[config.mk]
export PLATFORM = sky130hd
export DESIGN_NAME = rsp_packet_deframer_top
export DESIGN_NICKNAME = d
export VERILOG_FILES = /design/src/design/rspdf_pkg.sv /design/src/design/rsp_packet_deframer_top.sv
export SDC_FILE = /design/constraint.sdc
export NUM_CORES = 1
export LEC_CHECK = 0
export BUFFER_PORTS_ARGS = -buffer_cell sky130_fd_sc_hd__buf_2
export CELL_PAD_IN_SITES_DETAIL_PLACEMENT = 1
export CELL_PAD_IN_SITES_GLOBAL_PLACEMENT = 1
export CORE_MARGIN = 2
export CORE_UTILIZATION = 39
export DETAILED_ROUTE_END_ITERATION = 8
export PLACE_DENSITY_LB_ADDON = 0.1
export SLEW_MARGIN = 5
export SYNTH_ARGS = -nofsm -noshare
export SYNTH_HDL_FRONTEND = slang
export SYNTH_SLANG_ARGS = --single-unit
[constraint.sdc]
create_clock -name clock -period 4.15 [get_ports clock]
set_input_delay 1.0375 -clock clock [delete_from_list [all_inputs] [get_ports clock]]
set_output_delay 1.0375 -clock clock [all_outputs]
set_load 0.05 [all_outputs]
[src/design/rspdf_pkg.sv]
`timescale 1ns / 1ps
// ----------------------------------------------------------------------------
// rspdf_pkg
// Shared types, codes and helpers of the packet deframer.
// ----------------------------------------------------------------------------
package rspdf_pkg;

   // payload capacity and field widths
   localparam int unsigned MAX_PAYLOAD = 1024;
   localparam int unsigned LEN_W       = 11;
   localparam int unsigned RSP_DATA_W  = 40;

   localparam logic [LEN_W-1:0] MAX_LEN = LEN_W'(MAX_PAYLOAD);

   // input action codes
   localparam logic [1:0] ACT_BYTE      = 2'd0;
   localparam logic [1:0] ACT_LINK_LOST = 2'd1;
   localparam logic [1:0] ACT_KILL      = 2'd2;

   // result kinds
   localparam logic [2:0] KIND_PAYLOAD   = 3'd0;
   localparam logic [2:0] KIND_ACCEPTED  = 3'd1;
   localparam logic [2:0] KIND_BAD_SUM   = 3'd2;
   localparam logic [2:0] KIND_ABORTED   = 3'd3;
   localparam logic [2:0] KIND_LINK_LOST = 3'd4;
   localparam logic [2:0] KIND_KILL      = 3'd5;

   // framing characters
   localparam logic [7:0] CHAR_START  = 8'h24;
   localparam logic [7:0] CHAR_END    = 8'h23;
   localparam logic [7:0] CHAR_ESCAPE = 8'h7d;
   localparam logic [7:0] ESCAPE_XOR  = 8'h20;
   localparam logic [7:0] CHAR_ACK    = 8'h2b;
   localparam logic [7:0] CHAR_NAK    = 8'h2d;

   typedef enum logic [4:0] {
      PH_HUNT = 5'b00001,
      PH_DATA = 5'b00010,
      PH_ESC  = 5'b00100,
      PH_CSHI = 5'b01000,
      PH_CSLO = 5'b10000
   } phase_type;

   typedef struct packed {
      logic       ok;
      logic [3:0] nibble;
   } hex_type;

   // ascii hex digit to nibble, ok low on anything else
   function automatic hex_type hex_decode(input logic [7:0] c);
      hex_type r;
      r.ok     = 1'b1;
      r.nibble = 4'd0;
      if (c >= 8'h30 && c <= 8'h39) begin
         r.nibble = 4'(c - 8'h30);
      end else if (c >= 8'h61 && c <= 8'h66) begin
         r.nibble = 4'(c - 8'h57);
      end else if (c >= 8'h41 && c <= 8'h46) begin
         r.nibble = 4'(c - 8'h37);
      end else begin
         r.ok = 1'b0;
      end
      return r;
   endfunction

endpackage

[src/design/rsp_packet_deframer_top.sv]
`timescale 1ns / 1ps
// ----------------------------------------------------------------------------
// rsp_packet_deframer_top
// Receive-side packet deframer: start hunt, escape decode, checksum check.
// ----------------------------------------------------------------------------
//  channel | dir | handshake            | carries
//  req_    | in  | req_tvalid/tready    | one rx byte or link event per beat
//  rsp_    | out | rsp_tvalid/tready    | payload byte or end-of-packet status
//  csr_    | in  | csr_valid/ready      | no_ack_mode register write
//
//  one beat per cycle unless the result side stalls: the per-beat rule is a
//  single pass of logic from the phase/sum/count registers into the result
//  register; the result register parts the two sides; a new beat is taken
//  whenever the result register is empty or being drained in the same cycle
//  reset is synchronous active high: hunting, sums and counts cleared,
//  no_ack_mode cleared; csr writes are always taken
// ----------------------------------------------------------------------------
module rsp_packet_deframer_top (
   input  logic        clock,
   input  logic        reset,
   // request side
   input  logic        req_tvalid,
   output logic        req_tready,
   input  logic [7:0]  req_tdata,   // [7:0] rx_byte
   input  logic [1:0]  req_tuser,   // [1:0] action
   // result side
   output logic        rsp_tvalid,
   input  logic        rsp_tready,
   output logic [rspdf_pkg::RSP_DATA_W-1:0] rsp_tdata,
   // [7:0] payload_byte, [8] send_ack, [16:9] ack_char, [27:17] packet_length,
   // [28] overflowed, [36:29] computed_sum, [39:37] zero
   output logic [2:0]  rsp_tuser,   // [2:0] kind
   // configuration
   input  logic        csr_valid,
   output logic        csr_ready,
   input  logic        csr_data     // [0] no_ack_mode
);

   localparam int unsigned LW = rspdf_pkg::LEN_W;

   // state registers
   rspdf_pkg::phase_type phase_ff, phase_in;
   logic [7:0]    sum_ff, sum_in;
   logic [LW-1:0] count_ff, count_in;
   logic          ovf_ff, ovf_in;
   logic [3:0]    hi_nib_ff, hi_nib_in;
   logic          hex_bad_ff, hex_bad_in;
   logic          no_ack_ff;

   // result register
   logic          rsp_valid_ff, rsp_valid_in;
   logic [2:0]    kind_ff;
   logic [7:0]    pbyte_ff;
   logic          ack_ff;
   logic [7:0]    ack_char_ff;
   logic [LW-1:0] len_ff;
   logic          rovf_ff;
   logic [7:0]    rsum_ff;

   // combinational result of the accepted beat
   logic          res_valid;
   logic [2:0]    res_kind;
   logic [7:0]    res_pbyte;
   logic          res_ack;
   logic [7:0]    res_ack_char;

   logic              req_fire;
   logic [1:0]        action;
   logic [7:0]        c;
   logic [7:0]        decoded;
   rspdf_pkg::hex_type hex;
   logic [7:0]        rx_sum;

   assign csr_ready  = 1'b1;
   assign req_tready = ~rsp_valid_ff | rsp_tready;
   assign req_fire   = req_tvalid & req_tready;
   assign action     = req_tuser;
   assign c          = req_tdata;
   assign hex        = rspdf_pkg::hex_decode(c);
   assign rx_sum     = {hi_nib_ff, hex.nibble};

   always_comb begin
      phase_in     = phase_ff;
      sum_in       = sum_ff;
      count_in     = count_ff;
      ovf_in       = ovf_ff;
      hi_nib_in    = hi_nib_ff;
      hex_bad_in   = hex_bad_ff;
      res_valid    = 1'b0;
      res_kind     = rspdf_pkg::KIND_PAYLOAD;
      res_pbyte    = 8'd0;
      res_ack      = 1'b0;
      res_ack_char = 8'd0;
      // escaped bytes are flipped, plain bytes pass as they are
      decoded      = (phase_ff == rspdf_pkg::PH_ESC) ? (c ^ rspdf_pkg::ESCAPE_XOR) : c;

      if (req_fire) begin
         if (action == rspdf_pkg::ACT_LINK_LOST) begin
            phase_in  = rspdf_pkg::PH_HUNT;
            res_valid = 1'b1;
            res_kind  = rspdf_pkg::KIND_LINK_LOST;
         end else if (action == rspdf_pkg::ACT_KILL) begin
            phase_in  = rspdf_pkg::PH_HUNT;
            res_valid = 1'b1;
            res_kind  = rspdf_pkg::KIND_KILL;
         end else if (action == rspdf_pkg::ACT_BYTE) begin
            unique case (phase_ff) inside
               rspdf_pkg::PH_HUNT: begin
                  if (c == rspdf_pkg::CHAR_START) begin
                     phase_in   = rspdf_pkg::PH_DATA;
                     sum_in     = 8'd0;
                     count_in   = '0;
                     ovf_in     = 1'b0;
                     hi_nib_in  = 4'd0;
                     hex_bad_in = 1'b0;
                  end
               end
               rspdf_pkg::PH_DATA, rspdf_pkg::PH_ESC: begin
                  if (phase_ff == rspdf_pkg::PH_DATA && c == rspdf_pkg::CHAR_START) begin
                     // start inside a packet aborts it
                     phase_in  = rspdf_pkg::PH_HUNT;
                     res_valid = 1'b1;
                     res_kind  = rspdf_pkg::KIND_ABORTED;
                  end else if (phase_ff == rspdf_pkg::PH_DATA &&
                               c == rspdf_pkg::CHAR_END) begin
                     phase_in = rspdf_pkg::PH_CSHI;
                  end else begin
                     sum_in = sum_ff + c;
                     if (phase_ff == rspdf_pkg::PH_DATA && c == rspdf_pkg::CHAR_ESCAPE) begin
                        phase_in = rspdf_pkg::PH_ESC;
                     end else begin
                        phase_in = rspdf_pkg::PH_DATA;
                        if (count_ff < rspdf_pkg::MAX_LEN) begin
                           count_in  = count_ff + LW'(1);
                           res_valid = 1'b1;
                           res_kind  = rspdf_pkg::KIND_PAYLOAD;
                           res_pbyte = decoded;
                        end else begin
                           ovf_in = 1'b1;
                        end
                     end
                  end
               end
               rspdf_pkg::PH_CSHI: begin
                  hi_nib_in  = hex.nibble;
                  hex_bad_in = ~hex.ok;
                  phase_in   = rspdf_pkg::PH_CSLO;
               end
               rspdf_pkg::PH_CSLO: begin
                  hex_bad_in = hex_bad_ff | ~hex.ok;
                  phase_in   = rspdf_pkg::PH_HUNT;
                  res_valid  = 1'b1;
                  if (no_ack_ff) begin
                     res_kind = rspdf_pkg::KIND_ACCEPTED;
                  end else if (!hex_bad_in && rx_sum == sum_ff) begin
                     res_kind     = rspdf_pkg::KIND_ACCEPTED;
                     res_ack      = 1'b1;
                     res_ack_char = rspdf_pkg::CHAR_ACK;
                  end else begin
                     res_kind     = rspdf_pkg::KIND_BAD_SUM;
                     res_ack      = 1'b1;
                     res_ack_char = rspdf_pkg::CHAR_NAK;
                  end
               end
               default: begin
                  phase_in = rspdf_pkg::PH_HUNT;
               end
            endcase
         end
         // unused action code: no result, state held
      end
   end

   // a stalled result stays; a new beat replaces a drained one
   assign rsp_valid_in = req_fire ? res_valid : (rsp_valid_ff & ~rsp_tready);

   always_ff @(posedge clock) begin
      if (reset) begin
         phase_ff     <= rspdf_pkg::PH_HUNT;
         sum_ff       <= 8'd0;
         count_ff     <= '0;
         ovf_ff       <= 1'b0;
         hi_nib_ff    <= 4'd0;
         hex_bad_ff   <= 1'b0;
         no_ack_ff    <= 1'b0;
         rsp_valid_ff <= 1'b0;
      end else begin
         phase_ff     <= phase_in;
         sum_ff       <= sum_in;
         count_ff     <= count_in;
         ovf_ff       <= ovf_in;
         hi_nib_ff    <= hi_nib_in;
         hex_bad_ff   <= hex_bad_in;
         rsp_valid_ff <= rsp_valid_in;
         if (csr_valid && csr_ready) begin
            no_ack_ff <= csr_data;
         end
      end
   end

   // result payload, status fields reflect state after this beat
   always_ff @(posedge clock) begin
      if (req_fire && res_valid) begin
         kind_ff     <= res_kind;
         pbyte_ff    <= res_pbyte;
         ack_ff      <= res_ack;
         ack_char_ff <= res_ack_char;
         len_ff      <= count_in;
         rovf_ff     <= ovf_in;
         rsum_ff     <= sum_in;
      end
   end

   assign rsp_tvalid = rsp_valid_ff;
   assign rsp_tuser  = kind_ff;
   assign rsp_tdata  = {3'd0, rsum_ff, rovf_ff, len_ff, ack_char_ff, ack_ff, pbyte_ff};

   // ---------------------------------------------------------------- checks
   a_ack_only_on_status : assert property (@(posedge clock) disable iff (reset)
      rsp_valid_ff && ack_ff |->
         (kind_ff == rspdf_pkg::KIND_ACCEPTED && ack_char_ff == rspdf_pkg::CHAR_ACK) ||
         (kind_ff == rspdf_pkg::KIND_BAD_SUM && ack_char_ff == rspdf_pkg::CHAR_NAK))
      else $error("ack flagged without a matching status kind");

   a_count_in_range : assert property (@(posedge clock) disable iff (reset)
      count_ff <= rspdf_pkg::MAX_LEN)
      else $error("payload count beyond capacity");

   a_ovf_only_when_full : assert property (@(posedge clock) disable iff (reset)
      ovf_ff |-> count_ff == rspdf_pkg::MAX_LEN)
      else $error("overflow set before capacity reached");

   a_event_to_hunt : assert property (@(posedge clock) disable iff (reset)
      req_fire && (action == rspdf_pkg::ACT_LINK_LOST || action == rspdf_pkg::ACT_KILL)
         |=> phase_ff == rspdf_pkg::PH_HUNT && rsp_valid_ff)
      else $error("link event did not return to hunting with a status");

endmodule
# After elaboration in Yosys (flattened, before gate mapping)

Cells that the tools add are included.

Input bits: 16
Word-level logic and storage cells: 145
Output and inout port bits: 46
Flip-flop bits (word level): 72

Equal/unequal tests: 13
Reductions and logical operators: 22
Mux-type cells: 66
Bitwise gates (word level): 15
Add/sub/neg operators: 5
Order comparisons: 7

Operator list:

| kind                                                           | count |
|---|---|
| 2-to-1 mux 11 bit                                              | 9 |
| 2-to-1 mux 8 bit                                               | 7 |
| 2-to-1 mux 4 bit                                               | 6 |
| 2-to-1 mux 1 bit                                               | 23 |
| one-hot mux 11 bit (2 select lines)                            | 1 |
| 2-to-1 mux 5 bit                                               | 4 |
| == test 8 x 6 -> 1 bit, second input constant                  | 2 |
| >= comparator 8 x 7 -> 1 bit, second input constant            | 2 |
| less-or-equal comparator 8 x 7 -> 1 bit, second input constant | 2 |
| one-hot mux 8 bit (2 select lines)                             | 1 |
| one-hot mux 5 bit (3 select lines)                             | 1 |
| 2-to-1 mux 3 bit                                               | 4 |
| AND reduction 6 bit                                            | 2 |
| adder 11 x 1 -> 11 bit, second input constant                  | 1 |
| less-than comparator 11 bit, second input constant             | 1 |
| inverter 1 bit                                                 | 11 |
| OR reduction 9 bit                                             | 1 |
| adder 8 bit                                                    | 1 |
| == test 8 x 7 -> 1 bit, second input constant                  | 1 |
| == test 8 bit                                                  | 1 |
| >= comparator 8 x 6 -> 1 bit, second input constant            | 1 |
| less-or-equal comparator 8 x 6 -> 1 bit, second input constant | 1 |
| logical AND 1 bit                                              | 8 |
| 2-to-1 mux 2 bit                                               | 4 |
| other kinds (27)                                               | 33 |

# Logic depth before layout (Yosys ltp)

Depth in word-level cells: 15
Depth in mapped cells: 10
Depth with buffers taken out: 9

# Worst setup path before layout

No wires, ideal clock.

Kind: input to register
From: in req_tdata[3]
To: reg ack_char_ff[1] (enable)
Data required time: 3.723 ns
Setup slack: 0.001 ns
Stages: 6
Library setup time: 0.427 ns
Arrival: 3.722 ns
Path buffers: 0
Cells stage by stage: or3_4 or4_4 o311a_1 o21ai_1 a21oi_1 nor2_1

Cells in the longest elaborated chain, start to end: 11
Elaborated cells on any way between the ends: 15
Classes of those cells: 3 x eq/ne; 8 x mux; 4 x reduce/logical

RTL lines:

| item                                   | RTL line                       | RTL |
|---|---|---|
| start: declaration                     | rsp_packet_deframer_top.sv:24  | `input logic [7:0] req_tdata,` |
| == test 8 x 7 -> 1 bit                 | rsp_packet_deframer_top.sv:129 | `if (phase_ff == rspdf_pkg::PH_DATA && c == rspdf_pkg::CHAR_ESCAPE) begin` |
| logical AND 1 bit                      | rsp_packet_deframer_top.sv:129 |  |
| 2-to-1 mux 1 bit                       | rsp_packet_deframer_top.sv:129 |  |
| 2-to-1 mux 1 bit                       | rsp_packet_deframer_top.sv:124 | `end else if (phase_ff == rspdf_pkg::PH_DATA &&` |
| 2-to-1 mux 1 bit (*)                   | rsp_packet_deframer_top.sv:119 | `if (phase_ff == rspdf_pkg::PH_DATA && c == rspdf_pkg::CHAR_START) begin` |
| one-hot mux 1 bit (2 select lines) (*) | rsp_packet_deframer_top.sv:107 | `unique case (phase_ff) inside` |
| 2-to-1 mux 1 bit (*)                   | rsp_packet_deframer_top.sv:106 | `end else if (action == rspdf_pkg::ACT_BYTE) begin` |
| 2-to-1 mux 1 bit (*)                   | rsp_packet_deframer_top.sv:102 | `end else if (action == rspdf_pkg::ACT_KILL) begin` |
| 2-to-1 mux 1 bit (*)                   | rsp_packet_deframer_top.sv:98  | `if (action == rspdf_pkg::ACT_LINK_LOST) begin` |
| 2-to-1 mux 1 bit (*)                   | rsp_packet_deframer_top.sv:97  | `if (req_fire) begin` |
| logical AND 1 bit (*)                  | rsp_packet_deframer_top.sv:203 | `if (req_fire && res_valid) begin` |
| end signal: assignment                 | rsp_packet_deframer_top.sv:207 | `ack_char_ff <= res_ack_char;` |
| end: declaration                       | rsp_packet_deframer_top.sv:55  | `logic [7:0] ack_char_ff;` |

Mark *: on every way between the ends. The rest lies on a longest branch, timed or not.
A chain may end at the register's enable or synchronous reset.

# Worst setup path after layout

From: in req_tdata[1]
To: reg len_ff[0] (enable)

Cells in the longest elaborated chain, start to end: 11
Elaborated cells on any way between the ends: 15
Classes of those cells: 3 x eq/ne; 8 x mux; 4 x reduce/logical

RTL lines:

| item                                   | RTL line                       | RTL |
|---|---|---|
| == test 8 x 7 -> 1 bit                 | rsp_packet_deframer_top.sv:129 |  |
| logical AND 1 bit                      | rsp_packet_deframer_top.sv:129 |  |
| 2-to-1 mux 1 bit                       | rsp_packet_deframer_top.sv:129 |  |
| 2-to-1 mux 1 bit                       | rsp_packet_deframer_top.sv:124 |  |
| 2-to-1 mux 1 bit (*)                   | rsp_packet_deframer_top.sv:119 |  |
| one-hot mux 1 bit (2 select lines) (*) | rsp_packet_deframer_top.sv:107 |  |
| 2-to-1 mux 1 bit (*)                   | rsp_packet_deframer_top.sv:106 |  |
| 2-to-1 mux 1 bit (*)                   | rsp_packet_deframer_top.sv:102 |  |
| 2-to-1 mux 1 bit (*)                   | rsp_packet_deframer_top.sv:98  |  |
| 2-to-1 mux 1 bit (*)                   | rsp_packet_deframer_top.sv:97  |  |
| logical AND 1 bit (*)                  | rsp_packet_deframer_top.sv:203 |  |
| end signal: assignment                 | rsp_packet_deframer_top.sv:208 | `len_ff <= count_in;` |
| end: declaration                       | rsp_packet_deframer_top.sv:56  | `logic [LW-1:0] len_ff;` |

Marks and branches as above.

==> flow_summary.toml <==
[timing]
slew_headroom_pct = 33.95
tightest_slew_ns = 0.9885
slew_violations = 0
rsz0062_at_grt = "false"
setup_viol = 0
max_freq_mhz = 290.6
fin_skew_ns = 0.008054
fin_crit_ns = 3.442
finalCritPeriodShare_pct = 82.93
tns_ns = 0
hold_viol = 0

[detailed_routing]
highest_layer = "met4"
final_antenna_net_count = 0
wl_um = 9244
drt_iter0_drc = 83
vias = 2941
wl_met1_um = 4673
viasPerCell = 5.290
dr_wl_met3_um = 261
remaining_drc_errors = 0
wl_per_cell_um = 16.63
met2WireLength_um = 4210
first_pass_iters = 4

[pwr]
clkPwrFrac_pct = 36.5
p_int_uw = 1033
pwr-share-comb_pct = 13.5
p_sw_uw = 405.5
leakagePower_uw = 0.001717
seqPwrFrac_pct = 50.1
powerDensity_nw_per_um2 = 339.1
switching_share_pct = 28.19
ir_drop_mv = 0.1786

[logic_synthesis]
yosys_register_bits = 67
synth_top_area_share_pct = 28.24
yosysUniqueCellTypes = 68
ys_warn_count = 0
seq_area_frac_synth_pct = 45.45
synth_edf_count = 35
synthTopCellsByCount = "edfxtp_1, nor2_1, dfxtp_1, a21oi_1, nor2b_1"
syn_avg_cell_area_sq_um = 10.06
yosysTopAreaCell = "edfxtp_1"
synth_ff_type = "edfxtp_1"
yosys-top-cells-area = "edfxtp_1, dfxtp_1, ha_1"
synthArstFlopShare_pct = 0
synth_most_common_cell = "edfxtp_1"
synth_area_sq_um = 3722
synthCells = 370

[clock_network]
postCtsResizedCells = 0
numCtsBuffers = 9
clk_latency_ns = 0.35
cts_tree = "done"
ctsHoldBuffers = 0
cts_sinks = 67
root_buffer = "clkbuf_8"
cts_setup_buffers = 0
clk_path_buf_depth = 2
h-tree-depth = 3
clk_pin_slew_worst_paths_ns = 0.07

[worst_hold_path]
worstHoldPathType = "reg2reg"

[grt]
antenna_found_initial = 0
first_global_vias = 2936
grt_max_degree = 36
gr-total-overflow = 0
grt_pass1_wl_um = 15110
grt.total_usage_pct = 19.11

[worst_setup_path]
crit_type = "in2reg"
crit_fanout = 35
cp-start-kind = "input pin"
cp.arrival_ns = 3.41
crit_path_end_kind = "flip-flop"
cp.required_ns = 4.12

[floorplanning]
dieArea_sq_um = 10340
ioPinCount = 62
start_util_pct = 40.28
fp.dieW_um = 101.7
rows = 35
core_area_sq_um = 9240
fp.dieH_um = 101.7

[placement]
dp_hpwl_um = 6680
dpl.cell_count = 540
place.gp.congestion = 0.8303
io_buffers = 54

[cells_and_area]
nets = 454
drive_gt1_share_pct = 21.78
antenna_cells = 0
final_cells = 556
area_growth_pct = 13.95
fillers = 1070

[status]
status = "finished, final reports clean"

[flow_run]
drv_cap = 0
[routing by layer]
| layer | vias to the layer above | GRT usage (%) |
|---|---|---|
| met2 | 51 | 30.87 |
| li1 | 1444 | - |
| met3 | 10 | 3.106 |
| met1 | 1436 | 26.21 |
| met4 | 0 | 6.133 |
| met5 | - | 0 |
[kinds of logic after synthesis]
| logic type | after synthesis | share of synthesized area (%) |
|---|---|---|
| simple gates | 139 | 21.38 |
| compound gates | 93 | 17.85 |
| flops | 67 | 45.45 |
| buf+inv | 35 | 5.210 |
| fa+ha+maj | 16 | 5.580 |
| xor+xnor | 16 | 3.765 |
| other cells | 2 | 0.2018 |
| mux | 2 | 0.5714 |
[critical path, stage by stage]
cell	delay (ns)
buf_2	0.16
inv_1	0.13
ha_1	0.24
nand4b_1	0.15
or4_4	0.48
o311a_1	0.14
o21ai_1	0.14
a21oi_1	0.14
nor2_4	0.77
[through the flow]
step / utilization, % / area, sq um / setup slack [ns] / hold slack [ns] / power [uW]
2_1_floorplan: - / 3741 / 0.001346 / 0.4541 / 886.7
3_3_place_gp: 43.91 / 4058 / 0.3973 / 0.4966 / 927.8
3_5_place_dp: 43.91 / 4058 / 0.3077 / 0.5210 / 929.6
4_1_cts: 45.90 / 4242 / 0.6570 / 0.5415 / 1453
5_1_grt: 45.90 / 4242 / 0.4585 / 0.5779 / 1495
6_report: 45.90 / 4242 / 0.7083 / 0.5433 / 1439
[power groups by stage]
stage / Sequential, uW / Clock [uW] / Combinational, uW
final: 720 / 525 / 194
after global placement: 735 / 0 / 193
after floorplan: 789 / 0 / 97.4
after global routing: 722 / 565 / 208
after CTS: 720 / 538 / 195
after detailed placement: 735 / 0 / 195
[placed cells by master, fill, tap and decap left out, types with 3 or more instances in the layout]
cell / synthesis / routed
a21o_1: 5 / 5
a21oi_1: 24 / 24
a22o_1: 9 / 9
a31oi_1: 5 / 5
a32oi_1: 4 / 4
and2_1: 8 / 8
and3_1: 6 / 6
and4_1: 3 / 3
buf_2: 0 / 54
clkbuf_8: 0 / 9
clkinv_2: 0 / 3
conb_1: 2 / 7
dfxtp_1: 32 / 32
edfxtp_1: 35 / 35
ha_1: 15 / 15
inv_1: 15 / 15
nand2_1: 16 / 16
nand2b_1: 3 / 3
nand3_1: 11 / 11
nand4_1: 3 / 3
nor2_1: 33 / 32
nor2b_1: 19 / 19
nor3_1: 7 / 7
nor4_1: 8 / 8
o21a_1: 3 / 3
o21ai_0: 16 / 16
o21ai_1: 3 / 3
o21bai_1: 4 / 4
o31ai_1: 3 / 3
xnor2_1: 7 / 7
xor2_1: 9 / 9
[layout make-up]
type                            instances  area, sq um  area share, %
Clock buffer                           10        127.6          3.009
Inverter                               15        56.30          1.327
Tap cell                              129        161.4          3.805
Multi-Input combinational cell        273         1863          43.92
Timing Repair Buffer                   56        285.3          6.726
Clock inverter                          6        56.30          1.327
Sequential cell                        67         1692          39.88
[registers in the layout (all words and copies together), names as in the netlist, 3 cells and up]
signal / flops
rsum_ff: 8
pbyte_ff: 8
len_ff: 11
count_ff: 11
phase_ff: 5
sum_ff: 8
hi_nib_ff: 4
ack_char_ff: 3
rsp_tuser: 3
[path summary, 6_finish.rpt]
path           startpoint   endpoint  slack [ns]  cells past startpoint
max reg2reg   phase_ff[2]  len_ff[0]        1.14                      6
max          req_tdata[1]  len_ff[0]        0.71                      9
min reg2reg     sum_ff[7]  sum_ff[7]        0.54                      2
min             sum_ff[7]  sum_ff[7]        0.54                      2
Note: power is estimated with default switching activity, not from simulation.
